`src/hdl/lbcs_pkg.sv`:
```
// Shared types, constants and helper functions of the LED blink-code sequencer.
`timescale 1ns / 1ps
package lbcs_pkg;

    typedef enum logic [1:0] {
        KIND_TICK    = 2'd0,
        KIND_SET     = 2'd1,
        KIND_BLINK   = 2'd2,
        KIND_READOUT = 2'd3
    } kind_t;

    // Digit positions of the readout; DIGIT_PASSED means the units digit is done.
    localparam logic [1:0] DIGIT_HUNDREDS = 2'd2;
    localparam logic [1:0] DIGIT_TENS     = 2'd1;
    localparam logic [1:0] DIGIT_UNITS    = 2'd0;
    localparam logic [1:0] DIGIT_PASSED   = 2'd3;

    localparam logic [2:0] LAST_OCTET = 3'd3;

    localparam logic [15:0] OCTET_PAUSE_MS  = 16'd250;
    localparam logic [15:0] ZERO_PERIOD_MS  = 16'd100;
    localparam logic [15:0] ZERO_DELAY_MS   = 16'd500;
    localparam logic [15:0] DIGIT_PERIOD_MS = 16'd500;
    localparam logic [15:0] DIGIT_DELAY_MS  = 16'd1000;
    localparam logic [15:0] FIRST_PERIOD_MS = 16'd50;
    localparam logic [15:0] ELAPSED_MAX     = 16'hFFFF;

    localparam int TDATA_IN_W  = 80;
    localparam int TDATA_OUT_W = 8;

    typedef struct packed {
        logic [31:0] ip_address;
        logic [15:0] start_delay_ms;
        logic [15:0] period_ms;
        logic [7:0]  times;
        logic        level;
        kind_t       kind;
    } item_t;

    typedef struct packed {
        logic [1:0] hundreds;
        logic [3:0] tens;
        logic [3:0] units;
    } digits_t;

    typedef struct packed {
        logic         pin_out;
        logic         toggle_level;
        logic         last_set_level;
        logic [8:0]   toggles_left;
        logic [15:0]  blink_period;
        logic [15:0]  pending_delay;
        logic [15:0]  elapsed_ms;
        logic         readout_active;
        digits_t [3:0] octet_digits;
        logic [1:0]   digit_position;
        logic [2:0]   octet_position;
    } state_t;

    // Result fields, highest bit first.
    typedef struct packed {
        logic blinking;
        logic readout_busy;
        logic pin_level;
    } result_t;

    // Decimal digits of one octet: compare for hundreds, reciprocal multiply for tens.
    function automatic digits_t to_digits(input logic [7:0] v);
        digits_t     d;
        logic [7:0]  rem;
        logic [15:0] prod;
        logic [7:0]  tens_x10;
        begin
            if (v >= 8'd200) begin
                d.hundreds = 2'd2;
                rem        = v - 8'd200;
            end else if (v >= 8'd100) begin
                d.hundreds = 2'd1;
                rem        = v - 8'd100;
            end else begin
                d.hundreds = 2'd0;
                rem        = v;
            end
            // rem stays below 100, where (rem * 205) >> 11 equals rem / 10.
            prod     = {8'd0, rem} * 16'd205;
            d.tens   = prod[14:11];
            tens_x10 = {1'b0, d.tens, 3'b000};
            tens_x10 = tens_x10 + {3'b000, d.tens, 1'b0};
            d.units  = 4'(rem - tens_x10);
            return d;
        end
    endfunction

    // Begins a blink run: pin low, fresh delay, period and toggle count.
    function automatic state_t start_run(input state_t s, input logic [7:0] count,
                                         input logic [15:0] period,
                                         input logic [15:0] delay);
        state_t r;
        begin
            r               = s;
            r.pin_out       = 1'b0;
            r.pending_delay = delay;
            r.blink_period  = period;
            r.toggles_left  = {count, 1'b1};
            r.elapsed_ms    = 16'd0;
            return r;
        end
    endfunction

    localparam state_t STATE_RESET = '{
        pin_out:        1'b0,
        toggle_level:   1'b0,
        last_set_level: 1'b0,
        toggles_left:   9'd0,
        blink_period:   16'd0,
        pending_delay:  16'd0,
        elapsed_ms:     16'd0,
        readout_active: 1'b0,
        octet_digits:   '0,
        digit_position: DIGIT_HUNDREDS,
        octet_position: 3'd0
    };

endpackage

```
`src/hdl/lbcs_in_reg.sv`:
```
// Input register stage of the LED blink-code sequencer.
`timescale 1ns / 1ps
module lbcs_in_reg
    import lbcs_pkg::*;
(
    input  logic  aclk,
    input  logic  aresetn,
    input  logic  in_valid,
    output logic  in_ready,
    input  item_t in_item,
    input  logic  take,
    output logic  item_valid,
    output item_t item
);

    logic  valid_reg;
    logic  valid_next;
    item_t item_reg;

    assign in_ready = !valid_reg || take;

    always_comb begin
        if (in_valid && in_ready) begin
            valid_next = 1'b1;
        end else if (take) begin
            valid_next = 1'b0;
        end else begin
            valid_next = valid_reg;
        end
    end

    always_ff @(posedge aclk) begin
        if (!aresetn) begin
            valid_reg <= 1'b0;
        end else begin
            valid_reg <= valid_next;
        end
    end

    always_ff @(posedge aclk) begin
        if (in_valid && in_ready) begin
            item_reg <= in_item;
        end
    end

    assign item_valid = valid_reg;
    assign item       = item_reg;

endmodule

```
`src/hdl/lbcs_step.sv`:
```
// Next-state logic of the LED blink-code sequencer for one item.
`timescale 1ns / 1ps
module lbcs_step
    import lbcs_pkg::*;
(
    input  item_t  item,
    input  state_t state_cur,
    output state_t state_nxt
);

    logic [15:0] elapsed_inc;
    logic [8:0]  toggles_dec;
    logic [2:0]  oct;
    logic [15:0] pause;
    logic [1:0]  pos;
    digits_t     od;
    logic [3:0]  digit;

    assign elapsed_inc = (state_cur.elapsed_ms == ELAPSED_MAX) ? state_cur.elapsed_ms
                                                               : state_cur.elapsed_ms + 16'd1;
    assign toggles_dec = state_cur.toggles_left - 9'd1;

    // Readout advance: move to the next octet once the units digit is done.
    always_comb begin
        if (state_cur.digit_position == DIGIT_PASSED) begin
            oct   = state_cur.octet_position + 3'd1;
            pause = OCTET_PAUSE_MS;
            pos   = DIGIT_HUNDREDS;
        end else begin
            oct   = state_cur.octet_position;
            pause = 16'd0;
            pos   = state_cur.digit_position;
        end
        od = state_cur.octet_digits[oct[1:0]];
        case (pos)
            DIGIT_HUNDREDS: digit = {2'b00, od.hundreds};
            DIGIT_TENS:     digit = od.tens;
            default:        digit = od.units;
        endcase
    end

    always_comb begin
        state_nxt = state_cur;
        case (item.kind)
            KIND_TICK: begin
                state_nxt.elapsed_ms = elapsed_inc;
                if (state_cur.pending_delay != 16'd0) begin
                    if (elapsed_inc >= state_cur.pending_delay) begin
                        state_nxt.pending_delay = 16'd0;
                        state_nxt.elapsed_ms    = 16'd0;
                    end
                end else if (state_cur.toggles_left != 9'd0 &&
                             elapsed_inc >= state_cur.blink_period) begin
                    state_nxt.elapsed_ms   = 16'd0;
                    state_nxt.toggle_level = !state_cur.toggle_level;
                    state_nxt.pin_out      = !state_cur.toggle_level;
                    state_nxt.toggles_left = toggles_dec;
                    if (toggles_dec == 9'd0) begin
                        if (!state_cur.readout_active) begin
                            state_nxt.pin_out = state_cur.last_set_level;
                        end else if (oct > LAST_OCTET) begin
                            state_nxt.readout_active = 1'b0;
                            state_nxt.digit_position = DIGIT_HUNDREDS;
                            state_nxt.octet_position = 3'd0;
                            state_nxt.pin_out        = state_cur.last_set_level;
                        end else begin
                            if (digit == 4'd0) begin
                                state_nxt = start_run(state_nxt, 8'd1, ZERO_PERIOD_MS,
                                                      ZERO_DELAY_MS + pause);
                            end else begin
                                state_nxt = start_run(state_nxt, {4'd0, digit},
                                                      DIGIT_PERIOD_MS, DIGIT_DELAY_MS + pause);
                            end
                            state_nxt.octet_position = oct;
                            if (state_cur.digit_position == DIGIT_PASSED) begin
                                state_nxt.digit_position = DIGIT_TENS;
                            end else begin
                                state_nxt.digit_position = state_cur.digit_position - 2'd1;
                            end
                        end
                    end
                end
            end
            KIND_SET: begin
                state_nxt.toggles_left   = 9'd0;
                state_nxt.toggle_level   = item.level;
                state_nxt.last_set_level = item.level;
                state_nxt.pin_out        = item.level;
            end
            KIND_BLINK: begin
                if (!state_cur.readout_active) begin
                    state_nxt = start_run(state_cur, item.times, item.period_ms,
                                          item.start_delay_ms);
                end
            end
            KIND_READOUT: begin
                if (!state_cur.readout_active) begin
                    state_nxt = start_run(state_cur, item.ip_address[31:24],
                                          FIRST_PERIOD_MS, 16'd0);
                    state_nxt.octet_digits[0] = to_digits(item.ip_address[31:24]);
                    state_nxt.octet_digits[1] = to_digits(item.ip_address[23:16]);
                    state_nxt.octet_digits[2] = to_digits(item.ip_address[15:8]);
                    state_nxt.octet_digits[3] = to_digits(item.ip_address[7:0]);
                    state_nxt.digit_position  = DIGIT_HUNDREDS;
                    state_nxt.octet_position  = 3'd0;
                    state_nxt.readout_active  = 1'b1;
                end
            end
            default: begin
                state_nxt = state_cur;
            end
        endcase
    end

endmodule

```
`src/hdl/lbcs_out_reg.sv`:
```
// Result register stage of the LED blink-code sequencer.
`timescale 1ns / 1ps
module lbcs_out_reg
    import lbcs_pkg::*;
(
    input  logic                   aclk,
    input  logic                   aresetn,
    input  logic                   load,
    input  result_t                result,
    output logic                   can_load,
    output logic                   m_tvalid,
    input  logic                   m_tready,
    output logic [TDATA_OUT_W-1:0] m_tdata
);

    logic    valid_reg;
    logic    valid_next;
    result_t result_reg;

    assign can_load = !valid_reg || m_tready;

    always_comb begin
        if (load) begin
            valid_next = 1'b1;
        end else if (m_tready) begin
            valid_next = 1'b0;
        end else begin
            valid_next = valid_reg;
        end
    end

    always_ff @(posedge aclk) begin
        if (!aresetn) begin
            valid_reg <= 1'b0;
        end else begin
            valid_reg <= valid_next;
        end
    end

    always_ff @(posedge aclk) begin
        if (load) begin
            result_reg <= result;
        end
    end

    assign m_tvalid = valid_reg;
    assign m_tdata  = {(TDATA_OUT_W - $bits(result_t))'(0), result_reg};

endmodule

```
`src/hdl/led_blink_code_sequencer_unit.sv`:
```
// Top level of the LED blink-code sequencer: handshake stages and sequencer state.
`timescale 1ns / 1ps
//
//  Channel   Direction  Payload (lowest bit first)
//  s_*       in         tuser: kind; tdata: level, times, period_ms, start_delay_ms, ip_address
//  m_*       out        tdata: pin_level, readout_busy, blinking
//
// Each transaction is held first in the input register and then in the result
// register. The sequencer state is updated by a single pass of next-state logic,
// which sustains one transaction per clock cycle while results are taken.
// Reset (synchronous, aresetn low) empties both stages and returns the LED to off.
// A stall on the result side holds the result; the input register still takes one
// more transaction and then s_tready falls until the result is taken.
module led_blink_code_sequencer_unit
    import lbcs_pkg::*;
(
    input  logic                   aclk,
    input  logic                   aresetn,
    input  logic                   s_tvalid,
    output logic                   s_tready,
    input  logic [TDATA_IN_W-1:0]  s_tdata,   // level, times, period_ms, start_delay_ms,
                                              // ip_address, zero padding
    input  logic [1:0]             s_tuser,   // kind
    output logic                   m_tvalid,
    input  logic                   m_tready,
    output logic [TDATA_OUT_W-1:0] m_tdata    // pin_level, readout_busy, blinking, padding
);

    item_t   s_item;
    item_t   item;
    logic    item_valid;
    logic    can_load;
    logic    take;
    state_t  state_reg;
    state_t  state_next;
    result_t result;

    // Unpack the slave transaction into the item fields.
    always_comb begin
        s_item.kind           = kind_t'(s_tuser);
        s_item.level          = s_tdata[0];
        s_item.times          = s_tdata[8:1];
        s_item.period_ms      = s_tdata[24:9];
        s_item.start_delay_ms = s_tdata[40:25];
        s_item.ip_address     = s_tdata[72:41];
    end

    lbcs_in_reg u_in_reg (
        .aclk       (aclk),
        .aresetn    (aresetn),
        .in_valid   (s_tvalid),
        .in_ready   (s_tready),
        .in_item    (s_item),
        .take       (take),
        .item_valid (item_valid),
        .item       (item)
    );

    // The held item is processed as soon as the result register has room.
    assign take = item_valid && can_load;

    lbcs_step u_step (
        .item      (item),
        .state_cur (state_reg),
        .state_nxt (state_next)
    );

    always_ff @(posedge aclk) begin
        if (!aresetn) begin
            state_reg <= STATE_RESET;
        end else if (take) begin
            state_reg <= state_next;
        end
    end

    // The result reports the state left behind by this item.
    assign result.pin_level    = state_next.pin_out;
    assign result.readout_busy = state_next.readout_active;
    assign result.blinking     = (state_next.toggles_left != 9'd0);

    lbcs_out_reg u_out_reg (
        .aclk     (aclk),
        .aresetn  (aresetn),
        .load     (take),
        .result   (result),
        .can_load (can_load),
        .m_tvalid (m_tvalid),
        .m_tready (m_tready),
        .m_tdata  (m_tdata)
    );

endmodule

```
`config.mk`:
```
export PLATFORM = sky130hd
export DESIGN_NAME = led_blink_code_sequencer_unit
export DESIGN_NICKNAME = d
export VERILOG_FILES = /design/src/hdl/lbcs_pkg.sv /design/src/hdl/lbcs_in_reg.sv /design/src/hdl/lbcs_step.sv /design/src/hdl/lbcs_out_reg.sv /design/src/hdl/led_blink_code_sequencer_unit.sv
export SDC_FILE = /design/constraint.sdc
export NUM_CORES = 1
export LEC_CHECK = 0
export ABC_AREA = 1
export BUFFER_PORTS_ARGS = -buffer_cell sky130_fd_sc_hd__buf_2
export CAP_MARGIN = 5
export CORE_AREA = 4 4 170 172
export DETAILED_ROUTE_END_ITERATION = 8
export DIE_AREA = 0 0 174 176
export GPL_ROUTABILITY_DRIVEN = 0
export PLACE_DENSITY_LB_ADDON = 0.15
export SYNTH_ARGS = -nofsm -noshare
export SYNTH_HDL_FRONTEND = slang
export SYNTH_SLANG_ARGS = --single-unit
export TNS_END_PERCENT = 20
```
`constraint.sdc`:
```
create_clock -name aclk -period 5.5 [get_ports aclk]
set_input_delay 0.275 -clock aclk [delete_from_list [all_inputs] [get_ports aclk]]
set_output_delay 0.275 -clock aclk [all_outputs]
set_load 0.01 [all_outputs]
```
### Word level (Yosys, flattened, before mapping)

Index checks and enable logic that the tools add are counted.

| operators by class | value |
|---|---|
| add/subtract/negate cells | 22 |
| multiply operators | 4 |
| order comparisons | 12 |
| equal/unequal tests | 19 |
| muxes and demuxes | 54 |
| bitwise operators | 4 |
| reductions and logical operators | 25 |

Operators by type and width:

| operator | count |
|---|---|
| $mux W106 | 4 |
| $pmux W94 S3 | 1 |
| $mux W8 | 17 |
| $mux W103 | 1 |
| $mux W99 | 1 |
| $mux W32 | 2 |
| $mul A8 B8 Y15 const B | 4 |
| $mux W57 | 1 |
| $pmux W12 S4 | 1 |
| $mux W46 | 1 |
| $mux W40 | 1 |
| $ge A16 B16 Y1 | 2 |
| $ge A8 B7 Y1 const B | 4 |
| $ge A8 B8 Y1 const B | 4 |
| $sub A8 B7 Y8 const B | 4 |
| $sub A8 B8 Y8 const B | 4 |
| $mux W28 | 1 |
| $bmux W10 S2 | 1 |
| $reduce_and A9 Y1 | 2 |
| $reduce_bool A9 Y1 | 2 |
| $add A16 B1 Y16 const B | 1 |
| $add A4 B4 Y4 | 4 |
| $eq A16 B16 Y1 const B | 1 |
| $mux W16 | 1 |
| other kinds (34) | 75 |

| word-level totals | value |
|---|---|
| register bits | 186 |
| bits of input ports | 86 |
| output and inout bits | 10 |
| word-level logic and storage cells | 173 |

### Logic depth before layout (Yosys ltp)

| logic depth | value |
|---|---|
| depth after elaboration | 14 |
| depth in mapped cells | 36 |
| gate-level depth less buffers | 36 |

### Cells and area by module

Synthesis repeated with hierarchy kept, for this count alone.

| unflattened totals | value |
|---|---|
| cell total of the unflattened synthesis | 2231 |
| area total of the unflattened synthesis | 16544.6 µm² |

By module, submodules not included:

| module | times used | cells an instance | area an instance (µm²) |
|---|---|---|---|
| lbcs_step | 1 | 1668 | 10358.7 |
| led_blink_code_sequencer_unit | 1 | 466 | 3704.8 |
| lbcs_in_reg | 1 | 82 | 2303.5 |
| lbcs_out_reg | 1 | 15 | 177.7 |

### Worst setup path after synthesis

No wires, ideal clock.

| path | value |
|---|---|
| kind | register to register |
| start point | reg u_in_reg.item_reg, in the netlist u_in_reg.item[46] |
| end point | reg state_reg[36] in the netlist's numbering |
| setup time | 70 ps |
| arrival time | 5443 ps |
| setup slack | -14 ps |
| cell stages (with the launch flop) | 27 |
| path buffers | 0 |
| period minus slack after synthesis | 5514 ps |
| path through | edfxtp_1 -> inv_1 -> ha_1 -> nand2_1 -> a31o_2 -> nand2_1 -> nand2_2 -> o21ai_0 -> xor2_1 -> inv_1 -> ha_1 -> inv_1 -> fa_1 -> inv_1 -> fa_1 -> inv_1 -> fa_1 -> inv_1 -> ha_1 -> nand2_1 -> nor2_1 -> a221oi_1 -> o21ai_1 -> xor2_1 -> ha_1 -> or2_2 -> a21oi_1 |

| on the way | value |
|---|---|
| word-level cells in the longest chain between the ends | 10 |
| elaborated cells between the ends (all ways) | 13 |
| classes of those cells | add/sub: 4; mul: 1; order compare: 2; mux: 6 |

RTL lines:

| item | line | RTL |
|---|---|---|
| start, declared | lbcs_in_reg.sv:18 | `item_t item_reg;` |
| start signal, assigned | lbcs_in_reg.sv:42 | `item_reg <= in_item;` |
| $sub A8 B7 Y8 or $ge A8 B7 Y1 (tied branches) | lbcs_pkg.sv:79, lbcs_pkg.sv:77 |  |
| $mux W8 | lbcs_pkg.sv:77 | `end else if (v >= 8'd100) begin` |
| $mux W8 * | lbcs_pkg.sv:74 | `if (v >= 8'd200) begin` |
| $mux W8 * | lbcs_step.sv:97 | `if (!state_cur.readout_active) begin` |
| $mux W8 * | lbcs_step.sv:44 | `case (item.kind)` |
| $mul A8 B8 Y15 | lbcs_pkg.sv:85 | `prod = {8'd0, rem} * 16'd205;` |
| $add A4 B4 Y4 | lbcs_pkg.sv:88 | `tens_x10 = tens_x10 + {3'b000, d.tens, 1'b0};` |
| $sub A4 B4 Y4 * | lbcs_pkg.sv:89 | `d.units = 4'(rem - tens_x10);` |
| $mux W106 * | lbcs_step.sv:97 |  |
| $pmux W94 S3 * | lbcs_step.sv:44 |  |
| end signal, assigned | led_blink_code_sequencer_unit.sv:72 | `state_reg <= state_next;` |
| end, declared | led_blink_code_sequencer_unit.sv:34 | `state_t state_reg;` |

Mark *: on every way between the ends. The rest lies on a longest branch, timed or not. The select of a mux whose other input is x is not followed.
A chain may end at the register's enable or synchronous reset.

### Final worst setup path

| path | value |
|---|---|
| start point | reg u_in_reg.item_reg, in the netlist u_in_reg.item[70] |
| end point | reg state_reg[8] in the netlist's numbering |

Same word-level chain as after synthesis.

==> flow_summary.json <==
{
  "outcome": "complete, no violations",
  "dpl.hpwl_mm": 27.7,
  "fmax_mhz": 186,
  "cts_max_level": 4,
  "required_ps": 5870,
  "pin_count": 96,
  "crit_type": "reg2reg",
  "drtAntennaViolNets": 0,
  "fp.dieH_um": 176,
  "cts_tree": "done",
  "hold-worst-slack_ps": 15.6,
  "crit_top_cell": "inv_2",
  "synthToLayoutAreaGrowth_pct": 19.4,
  "grt_pass1_vias": 13000,
  "drtPass1Iterations": 5,
  "synth_common_cells": "389 x nand2_1, 332 x inv_1, 225 x ha_1, 155 x a21oi_1, 139 x nor2_1",
  "ys_ff_latch": 186,
  "drc_errors": 0,
  "start_util_pct": 56.3,
  "avgSynthCellArea_sq_um": 7.87,
  "fin_util_pct": 67.3,
  "relSlewSlack_pct": 23.3,
  "grt.total_usage_pct": 24.0,
  "min_period_ps": 5390,
  "clock_skew_ps": 13.3,
  "rsz0062_at_grt": "true",
  "synth_seq_area_share_pct": 29.1,
  "vias_per_cell": 5.35,
  "finalSetupViolCount": 0,
  "post_drt_wl_per_cell_um": 15.1,
  "yosysWarnings": 0,
  "die_area_sq_um": 30600,
  "cp.arrival_ps": 5760,
  "worstMarginPinSlew_ps": 1150,
  "cp_slowest_cell": "fa_1",
  "cp_max_fo": 6,
  "slew_viol_final": 0,
  "largest_register_ffs": 106,
  "drv_cap": 0,
  "ir_drop_mv": 0.247,
  "p_per_area_nw_per_um2": 407,
  "fill_cells": 2225,
  "drive_gt1_share_pct": 17.6,
  "cp-start-kind": "flip-flop",
  "overflow": 0,
  "syn_inst": 1966,
  "clk_latency_ps": 450,
  "yosys-top-cells-area": "ha_1 18%, edfxtp_1 15%, dfxtp_1 14%",
  "numClockSinks": 186,
  "pre_cts_ws_ps": -28.4,
  "hold_violations": 0,
  "synth.most_common_cell": "nand2_1",
  "cts_max_path_buffers": 2,
  "finalPower_mw": 7.53,
  "fp.coreArea_sq_um": 27500,
  "hp-class": "in2reg",
  "syn_area_sq_um": 15500,
  "setup_slack_ps": 114,
  "cts_buffers": 17,
  "portBuffers": 83,
  "vias": 13500,
  "nets": 2525,
  "synth-edff-count": 78,
  "period_share_pct": 97.9,
  "synthFlopType": "dfxtp_1",
  "synth_top_area_share_pct": 18.2,
  "chipWidth_um": 174,
  "yosys.area.top_type": "ha_1",
  "worstSetupEndpointType": "flip-flop",
  "synthArstFlopShare_pct": 0,
  "drtIter0Drc": 852,
  "cts-root-buf": "clkbuf_16",
  "path_clk_slew_ps": 80,
  "fp-row-count": 61,
  "synth.distinct_cells": 61,
  "grt_pass1_wl_mm": 61.1,
  "leakage_nw": 8.69,
  "antenna_cells": 0,
  "max_stage_delay_ps": 550,
  "antenna_found_initial": 0,
  "grt_max_degree": 76,
  "drt_wl_total_mm": 38.1
}
-- path summary, 6_finish.rpt --
| path | slack (ps) | cells after the start | endpoint | from |
|---|---|---|---|---|
| min | 20 | 1 | u_in_reg.item[73] | s_tdata[71] |
| max | 110 | 30 | state_reg[8] | u_in_reg.item[70] |
| min reg2reg | 470 | 2 | state_reg[66] | state_reg[66] |
| max reg2reg | 110 | 30 | state_reg[8] | u_in_reg.item[70] |
-- area by class of cell --
cell class	count	area, sq um	share of cell area (%)
multi-input cells	1396	10000	54.2
flip-flops and latches	186	4500	24.4
repair buffers	224	1640	8.85
inverters	345	1300	7.05
clock buffers	25	551	2.98
well taps	346	433	2.34
clock inverters	6	45.0	0.244
-- worst max-delay path, delay by kind of cell, from the launching register on --
kind	cells	cell delay [ps]
flops	1	450
simple gates	11	1010
compound gates	3	290
fa+ha+maj	6	2380
xor+xnor	3	520
buf+inv	7	670
-- stage by stage --
stage	std cells	cell area [sq um]	setup TNS [ps]
after floorplan	1970	15500	0
after global placement	2410	16500	0
after detailed placement	2410	16500	-28.4
after CTS	2499	17700	-1.54
after global routing	2528	18500	-1090
final	2528	18500	0
-- metal layers --
layer	GRT usage (%)	wire, um	vias up
met4	5.11	577	0
met3	3.62	1750	45
met5	0	0	-
li1	-	-	6830
met1	31.9	17000	6310
met2	41.9	18700	332
-- cells by family after synthesis --
group	after synthesis	synth area share [%]
buf+inv	388	10.0
compound gates	325	12.2
fa+ha+maj	269	23.9
xor+xnor	69	4.10
flops	186	29.1
simple gates	728	20.7
other cells	1	0.0242
-- cells in the final DEF, fill, tap and decap left out, types with 35 or more instances in the layout --
| cell type | count |
|---|---|
| nand2_1 | 372 |
| inv_1 | 311 |
| ha_1 | 198 |
| a21oi_1 | 143 |
| nor2_1 | 131 |
| dfxtp_1 | 108 |
| nand3_1 | 98 |
| buf_2 | 83 |
| edfxtp_1 | 78 |
| buf_4 | 77 |
| dlygate4sd3_1 | 62 |
| o21ai_0 | 58 |
| fa_1 | 43 |
| xor2_1 | 41 |
| nand2_2 | 35 |
-- where the power goes --
part	total, mW	switching (mW)	internal (mW)
clock	1.26	0.558	0.702
combinational	4.73	2.71	2.02
sequential	1.54	0.0403	1.50
-- repair_timing --
item,4_1_cts,5_1_grt
setup buffers,0,25
resized for setup,3,130
hold buffers,58,4
pin swaps,1,54
setup endpoints to repair,2,16
hold endpoints to repair,58,4
Power figures use the tool's default switching activity.
